**config.mk**
```make
export PLATFORM = sky130hd
export DESIGN_NAME = grouped_command_collect_and_send_flat
export DESIGN_NICKNAME = d
export VERILOG_FILES = /design/src/hdl/gccs_pkg.sv /design/src/hdl/gccs_cmd_if.sv /design/src/hdl/gccs_rsp_if.sv /design/src/hdl/grouped_command_collect_and_send.sv /design/src/hdl/gccs_front.sv /design/src/hdl/gccs_fifo.sv /design/src/hdl/gccs_back.sv /design/src/flat_wrapper.sv
export SDC_FILE = /design/constraint.sdc
export NUM_CORES = 1
export LEC_CHECK = 0
export CAP_MARGIN = 10
export CELL_PAD_IN_SITES_DETAIL_PLACEMENT = 0
export CELL_PAD_IN_SITES_GLOBAL_PLACEMENT = 2
export CORE_MARGIN = 3
export CORE_UTILIZATION = 40
export DETAILED_ROUTE_END_ITERATION = 10
export DONT_BUFFER_PORTS = 1
export HOLD_SLACK_MARGIN = 0.06
export PLACE_DENSITY = 0.68
export SLEW_MARGIN = 20
export SYNTH_ARGS = -nofsm -noshare
export SYNTH_HDL_FRONTEND = slang
export SYNTH_SLANG_ARGS = --single-unit
```
**constraint.sdc**
```tcl
create_clock -name i_clk -period 14.2 [get_ports i_clk]
set_clock_uncertainty 0.1 [all_clocks]
set_input_delay 2.84 -clock i_clk [delete_from_list [all_inputs] [get_ports i_clk]]
set_output_delay 2.84 -clock i_clk [all_outputs]
set_load 0.02 [all_outputs]
```
**src/hdl/gccs_pkg.sv**
```systemverilog
// Package for the grouped command collector: field widths, opcodes,
// configuration register indexes and the queue entry type.
// No dependencies.
package gccs_pkg;

    localparam int DATA_W    = 16;
    localparam int MASK_W    = 12;
    localparam int LIMIT_W   = 15;
    localparam int LIMIT_CNT = 3;
    localparam int CFG_IDX_W = 3;
    localparam int CFG_W     = 15;
    localparam int MAX_SLOTS = 8;
    localparam int OUT_SLOTS = 4;

    localparam logic [LIMIT_W-1:0] LIMIT_RST = 15'd16384;

    // opcodes
    localparam logic [1:0] OP_SET   = 2'd0;
    localparam logic [1:0] OP_FLUSH = 2'd1;
    localparam logic [1:0] OP_ZERO  = 2'd2;
    localparam logic [1:0] OP_NONE  = 2'd3;

    // configuration register indexes
    localparam logic [CFG_IDX_W-1:0] CFG_MEMBER = 3'd0;
    localparam logic [CFG_IDX_W-1:0] CFG_REVERSE = 3'd1;
    localparam logic [CFG_IDX_W-1:0] CFG_LIMIT0 = 3'd2;
    localparam logic [CFG_IDX_W-1:0] CFG_LIMIT1 = 3'd3;
    localparam logic [CFG_IDX_W-1:0] CFG_LIMIT2 = 3'd4;

    typedef enum logic [1:0] {
        K_NOP,
        K_SET,
        K_FLUSH,
        K_ZERO
    } t_kind;

    // classified transaction handed from the front to the back
    typedef struct packed {
        t_kind                 kind;
        logic                  status;
        logic [1:0]            grp;
        logic [1:0]            slot;
        logic [DATA_W-1:0]     value;
        logic [MAX_SLOTS-1:0]  members;
    } t_cmd;

endpackage

```
**src/hdl/gccs_cmd_if.sv**
```systemverilog
// Input channel interface of the grouped command collector.
// Depends on gccs_pkg.
interface gccs_cmd_if
    import gccs_pkg::*;
();
    logic                      valid;
    logic                      ready;
    logic [1:0]                opcode;
    logic [1:0]                group_index;
    logic [1:0]                slot_index;
    logic signed [DATA_W-1:0]  command_value;

    modport source (output valid, output opcode, output group_index,
                    output slot_index, output command_value, input ready);
    modport sink   (input valid, input opcode, input group_index,
                    input slot_index, input command_value, output ready);
endinterface

```
**src/hdl/gccs_rsp_if.sv**
```systemverilog
// Result channel interface of the grouped command collector.
// Depends on gccs_pkg.
interface gccs_rsp_if
    import gccs_pkg::*;
();
    logic                      valid;
    logic                      ready;
    logic                      status;
    logic                      frame_sent;
    logic [1:0]                frame_group;
    logic signed [DATA_W-1:0]  slot0_command;
    logic signed [DATA_W-1:0]  slot1_command;
    logic signed [DATA_W-1:0]  slot2_command;
    logic signed [DATA_W-1:0]  slot3_command;

    modport source (output valid, output status, output frame_sent,
                    output frame_group, output slot0_command, output slot1_command,
                    output slot2_command, output slot3_command, input ready);
    modport sink   (input valid, input status, input frame_sent,
                    input frame_group, input slot0_command, input slot1_command,
                    input slot2_command, input slot3_command, output ready);
endinterface

```
**src/hdl/grouped_command_collect_and_send.sv**
```systemverilog
// Top level of the grouped command collector: front decode, queue, back end.
// Depends on gccs_pkg, gccs_cmd_if, gccs_rsp_if, gccs_front, gccs_fifo, gccs_back.
//
//   port      dir  kind            contents
//   i_cmd     in   valid/ready     opcode, group_index, slot_index, command_value
//   o_rsp     out  valid/ready     status, frame_sent, frame_group, slot0..3_command
//   i_cfg_*   in   write strobe    register index, write data
//
// One transaction per cycle sustained while the output is not stalled; a result is
// written into the queue when its input is accepted and loaded from there into
// the output register by the back end. Each item reads and rewrites its group's slot
// row and pending bits in the same cycle in the back end, so consecutive items to the
// same group follow without gaps. Synchronous reset restores register defaults
// and clears slot values and pending bits. A stalled output fills the two-entry
// queue, after which i_cmd.ready drops.
module grouped_command_collect_and_send
    import gccs_pkg::*;
#(
    parameter int SLOTS_PER_GROUP = 4,
    parameter int GROUP_COUNT     = 3,
    parameter int QUEUE_DEPTH     = 2
) (
    input  logic                  i_clk,
    input  logic                  i_rst_n,
    input  logic                  i_cfg_we,
    input  logic [CFG_IDX_W-1:0]  i_cfg_idx,
    input  logic [CFG_W-1:0]      i_cfg_wdata,
    gccs_cmd_if.sink              i_cmd,
    gccs_rsp_if.source            o_rsp
);

    logic  q_push;
    logic  q_pop;
    logic  q_full;
    logic  q_empty;
    t_cmd  q_in;
    t_cmd  q_out;

    gccs_front #(
        .SLOTS_PER_GROUP (SLOTS_PER_GROUP),
        .GROUP_COUNT     (GROUP_COUNT)
    ) u_front (
        .i_clk       (i_clk),
        .i_rst_n     (i_rst_n),
        .i_cfg_we    (i_cfg_we),
        .i_cfg_idx   (i_cfg_idx),
        .i_cfg_wdata (i_cfg_wdata),
        .i_cmd       (i_cmd),
        .i_q_full    (q_full),
        .o_q_push    (q_push),
        .o_q_data    (q_in)
    );

    gccs_fifo #(
        .DEPTH (QUEUE_DEPTH)
    ) u_fifo (
        .i_clk   (i_clk),
        .i_rst_n (i_rst_n),
        .i_push  (q_push),
        .i_data  (q_in),
        .i_pop   (q_pop),
        .o_data  (q_out),
        .o_full  (q_full),
        .o_empty (q_empty)
    );

    gccs_back #(
        .SLOTS_PER_GROUP (SLOTS_PER_GROUP),
        .GROUP_COUNT     (GROUP_COUNT)
    ) u_back (
        .i_clk     (i_clk),
        .i_rst_n   (i_rst_n),
        .i_q_data  (q_out),
        .i_q_empty (q_empty),
        .o_q_pop   (q_pop),
        .o_rsp     (o_rsp)
    );

    a_pop_not_empty: assert property (@(posedge i_clk) disable iff (!i_rst_n)
        q_pop |-> !q_empty)
        else $error("queue popped while empty");

    a_pop_held_output: assert property (@(posedge i_clk) disable iff (!i_rst_n)
        (o_rsp.valid && !o_rsp.ready) |-> !q_pop)
        else $error("result overwritten while stalled");

    a_err_no_frame: assert property (@(posedge i_clk) disable iff (!i_rst_n)
        (o_rsp.valid && o_rsp.status) |-> !o_rsp.frame_sent)
        else $error("frame sent with error status");

    a_no_frame_zero: assert property (@(posedge i_clk) disable iff (!i_rst_n)
        (o_rsp.valid && !o_rsp.frame_sent) |->
            (o_rsp.frame_group == 2'd0 && o_rsp.slot0_command == '0 &&
             o_rsp.slot1_command == '0 && o_rsp.slot2_command == '0 &&
             o_rsp.slot3_command == '0))
        else $error("frame fields nonzero without a frame");

endmodule

```
**src/hdl/gccs_front.sv**
```systemverilog
// Front end: configuration registers, input decode, membership checks and
// clamp/reverse of set commands. Depends on gccs_pkg, gccs_cmd_if.
module gccs_front
    import gccs_pkg::*;
#(
    parameter int SLOTS_PER_GROUP = 4,
    parameter int GROUP_COUNT     = 3
) (
    input  logic                  i_clk,
    input  logic                  i_rst_n,
    input  logic                  i_cfg_we,
    input  logic [CFG_IDX_W-1:0]  i_cfg_idx,
    input  logic [CFG_W-1:0]      i_cfg_wdata,
    gccs_cmd_if.sink              i_cmd,
    input  logic                  i_q_full,
    output logic                  o_q_push,
    output t_cmd                  o_q_data
);

    logic [MASK_W-1:0]  r_member;
    logic [MASK_W-1:0]  r_rev;
    logic [LIMIT_W-1:0] r_lim [LIMIT_CNT];

    always_ff @(posedge i_clk) begin
        if (!i_rst_n) begin
            r_member <= '0;
            r_rev    <= '0;
            for (int i = 0; i < LIMIT_CNT; i++) begin
                r_lim[i] <= LIMIT_RST;
            end
        end else if (i_cfg_we) begin
            case (i_cfg_idx)
                CFG_MEMBER:  r_member <= i_cfg_wdata[MASK_W-1:0];
                CFG_REVERSE: r_rev    <= i_cfg_wdata[MASK_W-1:0];
                CFG_LIMIT0:  r_lim[0] <= i_cfg_wdata[LIMIT_W-1:0];
                CFG_LIMIT1:  r_lim[1] <= i_cfg_wdata[LIMIT_W-1:0];
                CFG_LIMIT2:  r_lim[2] <= i_cfg_wdata[LIMIT_W-1:0];
                default: ;
            endcase
        end
    end

    assign i_cmd.ready = !i_q_full;
    assign o_q_push    = i_cmd.valid && !i_q_full;

    logic [4:0]               bit_base;
    logic [MASK_W-1:0]        mem_sh;
    logic [MASK_W-1:0]        rev_sh;
    logic [MAX_SLOTS-1:0]     members;
    logic                     grp_ok;
    logic                     slot_ok;
    logic                     mem_hit;
    logic                     rev_hit;
    logic [LIMIT_W-1:0]       lim;
    logic signed [DATA_W:0]   v_ext;
    logic signed [DATA_W:0]   lim_p;
    logic signed [DATA_W:0]   lim_n;
    logic signed [DATA_W:0]   v_clamp;
    logic signed [DATA_W:0]   v_phys;

    always_comb begin
        bit_base = 5'(int'(i_cmd.group_index) * SLOTS_PER_GROUP);
        mem_sh   = r_member >> bit_base;
        rev_sh   = r_rev >> bit_base;
        for (int k = 0; k < MAX_SLOTS; k++) begin
            members[k] = (k < SLOTS_PER_GROUP) ? mem_sh[k] : 1'b0;
        end
        grp_ok  = int'(i_cmd.group_index) < GROUP_COUNT;
        slot_ok = int'(i_cmd.slot_index) < SLOTS_PER_GROUP;
        mem_hit = |(members & (MAX_SLOTS'(1) << i_cmd.slot_index));
        rev_hit = |(rev_sh & (MASK_W'(1) << i_cmd.slot_index));

        // groups beyond the limit registers keep the reset clamp
        lim = (int'(i_cmd.group_index) < LIMIT_CNT) ? r_lim[i_cmd.group_index]
                                                    : LIMIT_RST;
        v_ext = (DATA_W+1)'(i_cmd.command_value);
        lim_p = signed'({2'b00, lim});
        lim_n = -lim_p;
        if (v_ext > lim_p) begin
            v_clamp = lim_p;
        end else if (v_ext < lim_n) begin
            v_clamp = lim_n;
        end else begin
            v_clamp = v_ext;
        end
        v_phys = rev_hit ? -v_clamp : v_clamp;

        o_q_data.grp     = i_cmd.group_index;
        o_q_data.slot    = i_cmd.slot_index;
        o_q_data.value   = v_phys[DATA_W-1:0];
        o_q_data.members = members;
        o_q_data.kind    = K_NOP;
        o_q_data.status  = 1'b0;
        case (i_cmd.opcode)
            OP_SET: begin
                if (grp_ok && slot_ok && mem_hit) begin
                    o_q_data.kind = K_SET;
                end else begin
                    o_q_data.status = 1'b1;
                end
            end
            OP_FLUSH, OP_ZERO: begin
                if (grp_ok && (members != '0)) begin
                    o_q_data.kind = (i_cmd.opcode == OP_ZERO) ? K_ZERO : K_FLUSH;
                end else begin
                    o_q_data.status = 1'b1;
                end
            end
            default: ;
        endcase
    end

endmodule

```
**src/hdl/gccs_fifo.sv**
```systemverilog
// Short queue between front and back, registered entries.
// Depends on gccs_pkg.
module gccs_fifo
    import gccs_pkg::*;
#(
    parameter int DEPTH = 2
) (
    input  logic  i_clk,
    input  logic  i_rst_n,
    input  logic  i_push,
    input  t_cmd  i_data,
    input  logic  i_pop,
    output t_cmd  o_data,
    output logic  o_full,
    output logic  o_empty
);

    localparam int PW = (DEPTH > 1) ? $clog2(DEPTH) : 1;
    localparam int CW = $clog2(DEPTH + 1);

    t_cmd            r_mem [DEPTH];
    logic [PW-1:0]   r_wp;
    logic [PW-1:0]   r_rp;
    logic [CW-1:0]   r_cnt;

    assign o_full  = (r_cnt == CW'(DEPTH));
    assign o_empty = (r_cnt == '0);
    assign o_data  = r_mem[r_rp];

    always_ff @(posedge i_clk) begin
        if (!i_rst_n) begin
            r_wp  <= '0;
            r_rp  <= '0;
            r_cnt <= '0;
        end else begin
            if (i_push) begin
                r_wp <= (r_wp == PW'(DEPTH - 1)) ? '0 : r_wp + 1'b1;
            end
            if (i_pop) begin
                r_rp <= (r_rp == PW'(DEPTH - 1)) ? '0 : r_rp + 1'b1;
            end
            case ({i_push, i_pop})
                2'b10:   r_cnt <= r_cnt + 1'b1;
                2'b01:   r_cnt <= r_cnt - 1'b1;
                default: ;
            endcase
        end
    end

    always_ff @(posedge i_clk) begin
        if (i_push) begin
            r_mem[r_wp] <= i_data;
        end
    end

endmodule

```
**src/hdl/gccs_back.sv**
```systemverilog
// Back end: slot buffer and pending bits per group, frame assembly and the
// result output register. Depends on gccs_pkg, gccs_rsp_if.
module gccs_back
    import gccs_pkg::*;
#(
    parameter int SLOTS_PER_GROUP = 4,
    parameter int GROUP_COUNT     = 3
) (
    input  logic        i_clk,
    input  logic        i_rst_n,
    input  t_cmd        i_q_data,
    input  logic        i_q_empty,
    output logic        o_q_pop,
    gccs_rsp_if.source  o_rsp
);

    localparam int GW = (GROUP_COUNT > 1) ? $clog2(GROUP_COUNT) : 1;
    localparam int SW = (SLOTS_PER_GROUP > 1) ? $clog2(SLOTS_PER_GROUP) : 1;

    typedef logic [SLOTS_PER_GROUP-1:0][DATA_W-1:0] t_row;

    t_row                        r_row  [GROUP_COUNT];
    logic [SLOTS_PER_GROUP-1:0]  r_pend [GROUP_COUNT];

    logic                        r_valid;
    logic                        r_status;
    logic                        r_sent;
    logic [1:0]                  r_group;
    logic [DATA_W-1:0]           r_slot [OUT_SLOTS];

    logic [GW-1:0]               g_idx;
    logic [SW-1:0]               s_idx;
    t_row                        row;
    t_row                        n_row;
    logic [SLOTS_PER_GROUP-1:0]  pend;
    logic [SLOTS_PER_GROUP-1:0]  n_pend;
    logic                        send;
    logic                        wr;
    logic [DATA_W-1:0]           slot_v [OUT_SLOTS];

    // output register frees up when empty or taken this cycle
    assign o_q_pop = !i_q_empty && (!r_valid || o_rsp.ready);

    always_comb begin
        g_idx  = GW'(i_q_data.grp);
        s_idx  = SW'(i_q_data.slot);
        row    = r_row[g_idx];
        pend   = r_pend[g_idx];
        n_row  = row;
        n_pend = pend;
        send   = 1'b0;
        wr     = 1'b0;
        case (i_q_data.kind)
            K_SET: begin
                wr            = 1'b1;
                n_row[s_idx]  = i_q_data.value;
                n_pend        = pend | (SLOTS_PER_GROUP'(1) << i_q_data.slot);
                send          = (n_pend == i_q_data.members[SLOTS_PER_GROUP-1:0]);
                if (send) begin
                    n_pend = '0;
                end
            end
            K_FLUSH: begin
                wr     = 1'b1;
                send   = 1'b1;
                n_pend = '0;
            end
            K_ZERO: begin
                wr     = 1'b1;
                send   = 1'b1;
                n_row  = '0;
                n_pend = '0;
            end
            default: ;
        endcase
    end

    for (genvar k = 0; k < OUT_SLOTS; k++) begin : g_out
        if (k < SLOTS_PER_GROUP) begin : g_have
            assign slot_v[k] = send ? n_row[k] : '0;
        end else begin : g_none
            assign slot_v[k] = '0;
        end
    end

    always_ff @(posedge i_clk) begin
        if (!i_rst_n) begin
            for (int i = 0; i < GROUP_COUNT; i++) begin
                r_row[i]  <= '0;
                r_pend[i] <= '0;
            end
        end else if (o_q_pop && wr) begin
            r_row[g_idx]  <= n_row;
            r_pend[g_idx] <= n_pend;
        end
    end

    always_ff @(posedge i_clk) begin
        if (!i_rst_n) begin
            r_valid <= 1'b0;
        end else if (o_q_pop) begin
            r_valid <= 1'b1;
        end else if (o_rsp.ready) begin
            r_valid <= 1'b0;
        end
    end

    always_ff @(posedge i_clk) begin
        if (o_q_pop) begin
            r_status <= i_q_data.status;
            r_sent   <= send;
            r_group  <= send ? i_q_data.grp : 2'd0;
            for (int k = 0; k < OUT_SLOTS; k++) begin
                r_slot[k] <= slot_v[k];
            end
        end
    end

    assign o_rsp.valid         = r_valid;
    assign o_rsp.status        = r_status;
    assign o_rsp.frame_sent    = r_sent;
    assign o_rsp.frame_group   = r_group;
    assign o_rsp.slot0_command = r_slot[0];
    assign o_rsp.slot1_command = r_slot[1];
    assign o_rsp.slot2_command = r_slot[2];
    assign o_rsp.slot3_command = r_slot[3];

endmodule

```
**src/flat_wrapper.sv**
```systemverilog
// flat-port wrapper written by rule: the top's interface ports become plain ports
module grouped_command_collect_and_send_flat import gccs_pkg::*;
#(
    parameter int SLOTS_PER_GROUP = 4,
    parameter int GROUP_COUNT     = 3,
    parameter int QUEUE_DEPTH     = 2
)
  (i_clk, i_rst_n, i_cfg_we, i_cfg_idx, i_cfg_wdata, i_cmd_valid, i_cmd_opcode, i_cmd_group_index, i_cmd_slot_index, i_cmd_command_value, i_cmd_ready, o_rsp_valid, o_rsp_status, o_rsp_frame_sent, o_rsp_frame_group, o_rsp_slot0_command, o_rsp_slot1_command, o_rsp_slot2_command, o_rsp_slot3_command, o_rsp_ready);
  gccs_cmd_if i_cmd_i ();
  gccs_rsp_if o_rsp_i ();
  input  logic i_clk;
  input  logic i_rst_n;
  input  logic i_cfg_we;
  input  logic [CFG_IDX_W-1:0] i_cfg_idx;
  input  logic [CFG_W-1:0] i_cfg_wdata;
  input wire logic [$bits(i_cmd_i.valid)-1:0] i_cmd_valid;
  input wire logic [$bits(i_cmd_i.opcode)-1:0] i_cmd_opcode;
  input wire logic [$bits(i_cmd_i.group_index)-1:0] i_cmd_group_index;
  input wire logic [$bits(i_cmd_i.slot_index)-1:0] i_cmd_slot_index;
  input wire logic [$bits(i_cmd_i.command_value)-1:0] i_cmd_command_value;
  output wire logic [$bits(i_cmd_i.ready)-1:0] i_cmd_ready;
  output wire logic [$bits(o_rsp_i.valid)-1:0] o_rsp_valid;
  output wire logic [$bits(o_rsp_i.status)-1:0] o_rsp_status;
  output wire logic [$bits(o_rsp_i.frame_sent)-1:0] o_rsp_frame_sent;
  output wire logic [$bits(o_rsp_i.frame_group)-1:0] o_rsp_frame_group;
  output wire logic [$bits(o_rsp_i.slot0_command)-1:0] o_rsp_slot0_command;
  output wire logic [$bits(o_rsp_i.slot1_command)-1:0] o_rsp_slot1_command;
  output wire logic [$bits(o_rsp_i.slot2_command)-1:0] o_rsp_slot2_command;
  output wire logic [$bits(o_rsp_i.slot3_command)-1:0] o_rsp_slot3_command;
  input wire logic [$bits(o_rsp_i.ready)-1:0] o_rsp_ready;
  assign i_cmd_i.valid = i_cmd_valid;
  assign i_cmd_i.opcode = i_cmd_opcode;
  assign i_cmd_i.group_index = i_cmd_group_index;
  assign i_cmd_i.slot_index = i_cmd_slot_index;
  assign i_cmd_i.command_value = i_cmd_command_value;
  assign i_cmd_ready = i_cmd_i.ready;
  assign o_rsp_valid = o_rsp_i.valid;
  assign o_rsp_status = o_rsp_i.status;
  assign o_rsp_frame_sent = o_rsp_i.frame_sent;
  assign o_rsp_frame_group = o_rsp_i.frame_group;
  assign o_rsp_slot0_command = o_rsp_i.slot0_command;
  assign o_rsp_slot1_command = o_rsp_i.slot1_command;
  assign o_rsp_slot2_command = o_rsp_i.slot2_command;
  assign o_rsp_slot3_command = o_rsp_i.slot3_command;
  assign o_rsp_i.ready = o_rsp_ready;
  grouped_command_collect_and_send #(.SLOTS_PER_GROUP(SLOTS_PER_GROUP), .GROUP_COUNT(GROUP_COUNT), .QUEUE_DEPTH(QUEUE_DEPTH)) u_core (.i_clk(i_clk), .i_rst_n(i_rst_n), .i_cfg_we(i_cfg_we), .i_cfg_idx(i_cfg_idx), .i_cfg_wdata(i_cfg_wdata), .i_cmd(i_cmd_i), .o_rsp(o_rsp_i));
endmodule
```
---- Word level (Yosys, flattened, before mapping) ----
Memories as Yosys holds them, arrays and structs flattened. A register that Yosys moved wholly into a read port is not among the register bits.
Cells that the tools add are included.
W data, S select, Z words.
storage, ports and cells
  output and inout bits ................... 70
  register bits after elaboration ......... 33
  logic and storage cells ................. 132
  ROM bits ................................ 0
  bits in latches ......................... 0
  memories kept ........................... 5
  bits in writable memories ............... 367
memory list
  memory                words  width  rd ports  clocked after Yosys merged registers in  wr ports  RTL line          source
  u_core.u_back.r_row   3      64     1         0                                        3         gccs_back.sv:22   t_row r_row [GROUP_COUNT];
  u_core.u_back.r_slot  4      16     4         0                                        4         gccs_back.sv:29   logic [DATA_W-1:0] r_slot [OUT_SLOTS];
  u_core.u_fifo.r_mem   2      27     1         1                                        1         gccs_fifo.sv:21   t_cmd r_mem [DEPTH];
  u_core.u_front.r_lim  3      15     1         0                                        3         gccs_front.sv:22  logic [LIMIT_W-1:0] r_lim [LIMIT_CNT];
  u_core.u_back.r_pend  3      4      1         0                                        3         gccs_back.sv:23   logic [SLOTS_PER_GROUP-1:0] r_pend [GROUP_COUNT];
operators by class
  equal/unequal tests ..................... 13
  reductions and logical operators ........ 25
  multiply operators ...................... 0
  shift operators ......................... 5
  mux-type cells .......................... 58
  add/subtract/negate cells ............... 6
  magnitude comparators ................... 5
  divide/modulo/power cells ............... 0
  bitwise gates (word level) .............. 6
operators with widths
  operator                count
  $mux W16                8
  $pmux W64 S2            1
  $bwmux W64              1
  $mux W64                1
  $reduce_or A64 Y1       1
  $mux W15                4
  $mux W1                 33
  $demux W16 S2           1
  $lt A16 B17 Y1          1
  $neg A15 Y17            1
  $gt A16 B16 Y1          1
  $neg A16 Y16            1
  $and A12 B12 Y12        1
  $reduce_or A12 Y1       1
  $shl A1 B2 Y12 const A  1
  $shr A12 B4 Y12         1
  $shr A12 B4 Y4          1
  $eq A2 B2 Y1 const B    5
  $and A4 B8 Y8           1
  $mux W4                 2
  $pmux W4 S2             1
  $reduce_or A8 Y1        1
  $shl A1 B2 Y8 const A   1
  $eq A2 B1 Y1 const B    3
  other kinds (28)        45

---- Depth between registers and ports, before layout ----
Gate-level depths: netlist of the first run.
  depth after elaboration ................. 9
  mapped depth ............................ 22
  gate-level depth less buffers ........... 21

---- Cells and area by module ----
A second synthesis of the first run with hierarchy kept.
unflattened totals
  cells, all modules ...................... 1758
  area total of the unflattened synthesis .. 22784.4 um^2
modules (own cells, without submodules)
  module      area an instance (um^2)  times used  cells an instance
  gccs_back   15137.0                  1           1095
  gccs_front  5205.0                   1           545
  gccs_fifo   2442.3                   1           118

---- Worst setup path after synthesis of the first run ----
Ideal clock, no wire load.
  path kind ............................... input to register
  start point ............................. input port o_rsp_ready
  end point ............................... memory u_core.u_back.r_pend[3][0] (enable)
  slack ................................... 2.542 ns
  stages on the path ...................... 4
  data arrival time ....................... 10.981 ns
  path through ............................ nor2b_1 > nor2_1 > nand3_1 > nor3_1
RTL lines
  what         RTL line            source
  from (decl)  flat_wrapper.sv:30  input wire logic [$bits(o_rsp_i.ready)-1:0] o_rsp_ready;
  to (decl)    gccs_back.sv:23

==> reports/qor.yml, run 1 <==
diodes: 0
final-setup-viol-count: 0
run_status: "completed"
ys.flop_type: "sky130_fd_sc_hd__edfxtp_1"
number_of_synthesized_flops_with_an_enable_pin: 439
placement.io_buffers: 0
synthesis.area_per_instance_sq_um: 13.5
path_cells: "nor2b_1 > buf_4 > a2bb2oi_2 > ha_1 > and3_1 > nand3_1 > or3_1 > xnor2_1 > inv_1 > ha_1 > a21oi_1 > a21oi_1 > o31a_1 > nor4_2 > o31a_1 > nor2_2 > a311oi_2 > or4b_1 > o41a_1 > xnor2_1"
power.share.sequential: 0.474
grt-busiest-layer: "met2"
maxClockFrequency_mhz: 121
synth.cells.most_frequent: "sky130_fd_sc_hd__edfxtp_1, sky130_fd_sc_hd__nor2_1, sky130_fd_sc_hd__nand2_1"
worstSetupPathType: "input port to register"
synth.ff_latch_count: 469
globalRouteTotalUtil: 0.198
worstPathRequired_ns: 14.41
yosysTopAreaCellShare: 0.619
post_synth_inst_count: 1578
final_net_count: 1655
number_of_fillers_in_the_final_layout: 4757
final_clock_period_utilization_by_the_worst_path: 0.581
design.die.area_sq_um: 56000
globalRouteMet1Util: 0.261
rsz0062_at_grt: "no"
ys_seq_area_frac: 0.648
post-cts-setup-buffers: 0
p_int_mw: 2.87
post-synth-top-count-cell: "sky130_fd_sc_hd__edfxtp_1"
layout_area_growth_over_synthesis_pct: 11.2
cts_buffers: 51
detail_route.iter0.violations: 1048
worstHoldEndpoint: "u_core.u_front.r_member[1]"
cts.hold.buffers_added: 0
finish.utilization: 0.455
timing.critical_path.slowest_stage_cell: "sky130_fd_sc_hd__or4b_1"
r2r_slack_ns: 8.00
initial_utilization: 0.409
drt_pre_antenna_iters: 5
area_leader_netlist: "sky130_fd_sc_hd__edfxtp_1"
maximum_fanout_along_the_worst_path: 25
startpoint_of_the_tightest_hold_check_path: "u_core.u_front.r_member[1]"
antenna_left: 0
multi_input_comb_area_sq_um: 6930
detail_route.wirelength_um: 55900
critical_path.max_stage_delay_ns: 0.53
clock_sink_count: 469
design.portCount: 115
crit_path_start_kind: "input port"
timing_max_transition_violations_final: 0
post-route-drc-count: 0
clk_latency_ns: 0.59
gp_congestion: 0.839
clk_pin_slew_ns: 0.06
worst_r2r_startpoint: "u_core.u_front.r_lim[2][0]"
cts_resized: 0
cts_tree: "done"
timing.hold.worst.class: "register to register"
global_route_wire_length_before_repair_um: 83600
pwrdens_nw_per_um2: 181
switching_power_mw: 1.41
num_vias: 12800
use_met2: 0.333
power.leakage_nw: 8.53
power.combinational.fraction: 0.230
max_cap_violations: 0
fp-row-count: 83
final.setup.tns_ns: 0
grt_antenna_before_repair: 1
cts_root_buf: "sky130_fd_sc_hd__clkbuf_16"
postSynth.asyncResetShare: 0
synth.net_count: 1659
netlist_area_sq_um: 21300
core_region_area_sq_um: 52000
yosys-top-cells-area: "sky130_fd_sc_hd__edfxtp_1, sky130_fd_sc_hd__mux4_2, sky130_fd_sc_hd__nor2_1, sky130_fd_sc_hd__dfxtp_1, sky130_fd_sc_hd__a22oi_1"
hold_violations: 0
die_y_um: 237
peakVddDrop_uv: 86.3
max-slew-margin-rel: 0.273
number_of_levels_in_the_clock_h_tree: 2
regToRegEndpoint: "u_core.u_fifo.r_mem[0][17]"
synth.distinct_cells: 83
pwr-share-clk: 0.296
yosysWarnings: 0
swShare: 0.329
critical_path.endpoint_type: "register"
total_congestion_overflow_after_global_routing: 0
ff2ff_path_depth: 19
slew_of_the_pin_with_the_lowest_slew_margin_ns: 1.09
routedWlPerCell_um: 24.3
detailed_place_hpwl_um: 33700
signal_arrival_time_at_the_worst_endpoint_ns: 8.46
drt-vias-per-instance: 5.59
groute.layer.met3.usage: 0.0425
regArea_sq_um: 13800
fraction_of_final_layout_cells_with_drive_strength_greater_than_1: 0.135
chipWidth_um: 237
first_global_vias: 13100
worstHoldPathCells: 2
grt_max_degree: 69
max_clock_buf_depth: 3
final_critical_path_required_period_ns: 8.25
final cells by class:
class                           instances  share of cell area
Inverter                               93              0.0147
Clock buffer                           70              0.0582
Timing Repair Buffer                   24             0.00761
Clock inverter                         26             0.00877
Sequential cell                       469               0.582
Tap cell                              680              0.0359
Multi-Input combinational cell        935               0.293
how the worst max path moves through the flow:
stage | end | slack (ns) | start | cells past startpoint
after detailed placement | u_core.u_fifo.r_mem[1][17] | 5.45 | i_cmd_group_index[0] | 20
final | u_core.u_fifo.r_mem[0][17] | 5.95 | i_cmd_group_index[0] | 20
after CTS | u_core.u_fifo.r_mem[1][17] | 6.07 | i_cmd_group_index[0] | 20
after floorplan | u_core.u_back.r_pend[3][0] | 2.54 | o_rsp_ready | 4
after global placement | u_core.u_fifo.r_mem[0][17] | 5.64 | i_cmd_group_index[0] | 20
after global routing | u_core.u_fifo.r_mem[1][17] | 5.65 | i_cmd_group_index[0] | 20
flip-flops by register name, summed over array words and instances, names as in the netlist, 2 cells and up, named ones only:
signal and flops:
u_core.u_back.o_rsp.frame_group 2, u_core.u_back.r_pend 16, u_core.u_back.r_row 256, u_core.u_back.r_slot 64, u_core.u_fifo.r_cnt 2, u_core.u_fifo.r_mem 54
u_core.u_front.r_lim 45, u_core.u_front.r_member 12, u_core.u_front.r_rev 12
power groups by stage:
stage	registers [mW]	clock network, mW	logic (mW)
finish	2.03	1.27	0.985
floorplan	2.04	0	0.681
global placement	2.05	0	0.988
global route	2.05	1.36	1.09
detailed placement	2.06	0	1.00
CTS	2.03	1.30	1.00
metrics by stage:
| step | power, mW | hold slack [ns] | cells | area, sq um | worst slack [ns] |
|---|---|---|---|---|---|
| final | 4.28 | 0.362 | 2297 | 23700 | 5.95 |
| after global placement | 3.04 | 0.349 | 2201 | 22100 | 5.64 |
| after floorplan | 2.72 | 0.340 | 1578 | 21300 | 2.54 |
| after CTS | 4.34 | 0.365 | 2297 | 23700 | 6.07 |
| after global routing | 4.49 | 0.382 | 2297 | 23700 | 5.65 |
| after detailed placement | 3.07 | 0.357 | 2201 | 22100 | 5.45 |
placed cells by master, fill, tap and decap left out, types with 20 or more instances in the layout:
cell type and instances:
sky130_fd_sc_hd__nor2_1 317, sky130_fd_sc_hd__xnor2_1 27, sky130_fd_sc_hd__ha_1 36, sky130_fd_sc_hd__a21boi_0 25
sky130_fd_sc_hd__and2_1 20, sky130_fd_sc_hd__clkbuf_16 52, sky130_fd_sc_hd__dfxtp_1 29, sky130_fd_sc_hd__mux2i_1 43
sky130_fd_sc_hd__a21oi_1 26, sky130_fd_sc_hd__edfxtp_1 439, sky130_fd_sc_hd__inv_1 89, sky130_fd_sc_hd__buf_4 24
sky130_fd_sc_hd__nand2_1 87, sky130_fd_sc_hd__a22oi_1 67, sky130_fd_sc_hd__mux4_2 71
cell families (layout without fill, tap and decap cells):
group           count (synthesis)  in the layout  synth area share
simple gates                  520            520             0.106
fa+ha+maj                      36             36            0.0212
xor+xnor                       34             34            0.0140
flops                         469            469             0.648
compound gates                223            223            0.0796
mux                           122            122            0.0997
buf+inv                       174            213            0.0324
layer usage:
layer / vias to the layer above / share of wire
li1: 5855 / -
met1: 6524 / 0.42
met2: 372 / 0.50
met3: 90 / 0.058
met4: 2 / 0.023
met5: - / 0.00023
worst max-delay path: cells and delay by family:
family	cells	cell delay, ns
AND/OR/NAND/NOR	7	1.97
XOR/XNOR	2	0.46
adder cells (fa/ha/maj)	2	0.64
buffers and inverters	2	0.35
AO/OA/AOI/OAI	7	2.20
Power figures use the tool's default switching activity.
==> run 2, diff against run 1 <==
==> constraint.sdc (replaced) <==
create_clock -name i_clk -period 7.65 [get_ports i_clk]
set_clock_uncertainty 0.1 [all_clocks]
set_input_delay 1.53 -clock i_clk [delete_from_list [all_inputs] [get_ports i_clk]]
set_output_delay 1.53 -clock i_clk [all_outputs]
set_load 0.02 [all_outputs]
==> run 2 against run 1 <==
Cell count grew 0.30%. Largest cell class unchanged. Wire length shrank 0.31%. Highest routed layer is now met4. Clock power grew 81%. Critical endpoint unchanged. Hold slack lost 0.0012 ns. First-iteration DRC count shrank 2.0%. Combinational power grew 84%. Design area grew 0.13%. Register-to-register slack lost 6.3 ns. Count of clock-buffer cells in the layout shrank 6. Total power grew 85%. Global-route usage shrank 0.058 points. Critical path type unchanged. Non-clock buffer count grew 8.
==> reports/qor.yml, run 2 (same netlist as run 1, synthesis figures left out) <==
diodes: 0
fin_total_pwr_mw: 7.91
layout.cell_area.non_filler_sq_um: 23700
critPathLaunch: "i_cmd_group_index[1]"
final_clock_period_utilization_by_the_worst_path: 0.856
grt_max_degree: 68
placedInstanceArea_sq_um: 22200
chipWidth_um: 237
drt_pre_antenna_iters: 5
detailed_place_hpwl_um: 34300
antenna_left: 0
largestRegisters: "u_core.u_back.r_row (256), u_core.u_back.r_slot (64), u_core.u_fifo.r_mem (54)"
grt_antenna_before_repair: 0
startpoint_of_the_tightest_hold_check_path: "u_core.u_front.r_rev[3]"
cts_tree: "done"
fin_ws_ns: 1.10
number_of_levels_in_the_clock_h_tree: 2
clock_sink_count: 469
global_route_wire_length_before_repair_um: 83300
cts_resized: 0
cts.hold.buffers_added: 0
detail_route.iter0.violations: 1027
first_global_vias: 13200
final.setup.tns_ns: 0
max-slew-margin-rel: 0.248
slew_of_the_pin_with_the_lowest_slew_margin_ns: 1.13
clk_latency_ns: 0.60
core_region_area_sq_um: 52000
place_worst_setup_slack_ns: 0.574
pwrdens_nw_per_um2: 334
layout_area_growth_over_synthesis_pct: 11.4
total_congestion_overflow_after_global_routing: 0
number_of_fillers_in_the_final_layout: 4732
max_clock_buf_depth: 3
drt-vias-per-instance: 5.54
worstPathRequired_ns: 7.86
crit_path_start_kind: "input port"
layout_commonest_cell: "sky130_fd_sc_hd__edfxtp_1"
detail_route.wirelength_um: 55700
maximum_fanout_along_the_worst_path: 24
peakVddDrop_uv: 181
final_net_count: 1663
post-cts-setup-buffers: 0
hold_violations: 0
rsz0062_at_grt: "no"
finish.utilization: 0.456
initial_utilization: 0.409
worstSetupPathType: "input port to register"
fraction_of_final_layout_cells_with_drive_strength_greater_than_1: 0.145
power.leakage_nw: 8.58
die_y_um: 237
design.die.area_sq_um: 56000
timing_max_transition_violations_final: 0
final-setup-viol-count: 0
maxClockFrequency_mhz: 153
num_vias: 12800
final_critical_path_required_period_ns: 6.55
cts_buffers: 51
routedWlPerCell_um: 24.2
clk_pin_slew_ns: 0.06
worst_r2r_startpoint: "u_core.u_front.r_lim[2][0]"
max_cap_violations: 0
design.portCount: 115
critical_path.endpoint_type: "register"
signal_arrival_time_at_the_worst_endpoint_ns: 6.75
placement.io_buffers: 0
gp_congestion: 0.854
fp-row-count: 83
largest_reg_flops: 256
globalRouteTotalUtil: 0.197
post-route-drc-count: 0
final_cell_mix: "sky130_fd_sc_hd__edfxtp_1, sky130_fd_sc_hd__nor2_1, sky130_fd_sc_hd__inv_1"
run_status: "completed"
timing.hold.worst.class: "register to register"
cts_root_buf: "sky130_fd_sc_hd__clkbuf_16"
top_register: "u_core.u_back.r_row"
## run 2: cell count changes in the layout (fill, tap and decap cells not counted), moves of 2 or more
cell / change
sky130_fd_sc_hd__buf_4: +8
sky130_fd_sc_hd__clkbuf_1: -7
sky130_fd_sc_hd__bufinv_16: -2
sky130_fd_sc_hd__clkinv_2: +9
sky130_fd_sc_hd__clkinv_1: -2
## run 2: final timing paths
check                                                  end  slack (ns)  depth (start not counted)
worst max-delay path            u_core.u_fifo.r_mem[0][17]        1.10                         20
worst max register to register  u_core.u_fifo.r_mem[0][17]        1.72                         20
worst min-delay path               u_core.u_front.r_rev[3]        0.36                          2
worst min register to register     u_core.u_front.r_rev[3]        0.36                          2
## run 2: layout make-up
cell class                      count  area, sq um  share of cell area
Sequential cell                   469        13800               0.581
Timing Repair Buffer               32          240              0.0101
Tap cell                          680          851              0.0359
Clock inverter                     31          186             0.00786
Multi-Input combinational cell    935         6930               0.292
Inverter                           93          349              0.0147
Clock buffer                       64         1370              0.0576
## run 2: stage by stage
stage          cells  hold slack (ns)
6_report        2304            0.361
4_1_cts         2304            0.363
3_3_place_gp    2209            0.348
5_1_grt         2304            0.386
3_5_place_dp    2209            0.354
2_1_floorplan   1578            0.340
## run 2: worst max-delay path: stages
cell                        delay (ns)
sky130_fd_sc_hd__mux2i_1          0.19
sky130_fd_sc_hd__a2bb2oi_2        0.35
sky130_fd_sc_hd__ha_1             0.32
sky130_fd_sc_hd__and3_1           0.27
sky130_fd_sc_hd__nand3_1          0.13
sky130_fd_sc_hd__or3_1            0.35
sky130_fd_sc_hd__xnor2_1          0.28
sky130_fd_sc_hd__inv_1            0.11
sky130_fd_sc_hd__ha_1             0.32
sky130_fd_sc_hd__a21oi_1          0.14
sky130_fd_sc_hd__a21oi_1          0.10
sky130_fd_sc_hd__o31a_1           0.35
sky130_fd_sc_hd__nor4_2           0.37
sky130_fd_sc_hd__o31a_1           0.20
sky130_fd_sc_hd__buf_4            0.17
sky130_fd_sc_hd__nor2_2           0.12
sky130_fd_sc_hd__a311oi_2         0.43
sky130_fd_sc_hd__or4b_1           0.52
sky130_fd_sc_hd__o41a_1           0.34
sky130_fd_sc_hd__xnor2_1          0.15
## run 2: power by group
group / switching [mW] / leakage, nW / internal (mW)
Clock: 1.01 / 0.772 / 1.30
Sequential: 0.401 / 4.58 / 3.40
Combinational: 1.23 / 3.22 / 0.584
## run 2: metal layers
layer  share of wire  routed length [um]  track usage
met1            0.42               23600        0.259
met2            0.48               26900        0.326
met3           0.056                3100       0.0377
met4           0.037                2080       0.0762
met5               0                   0            0
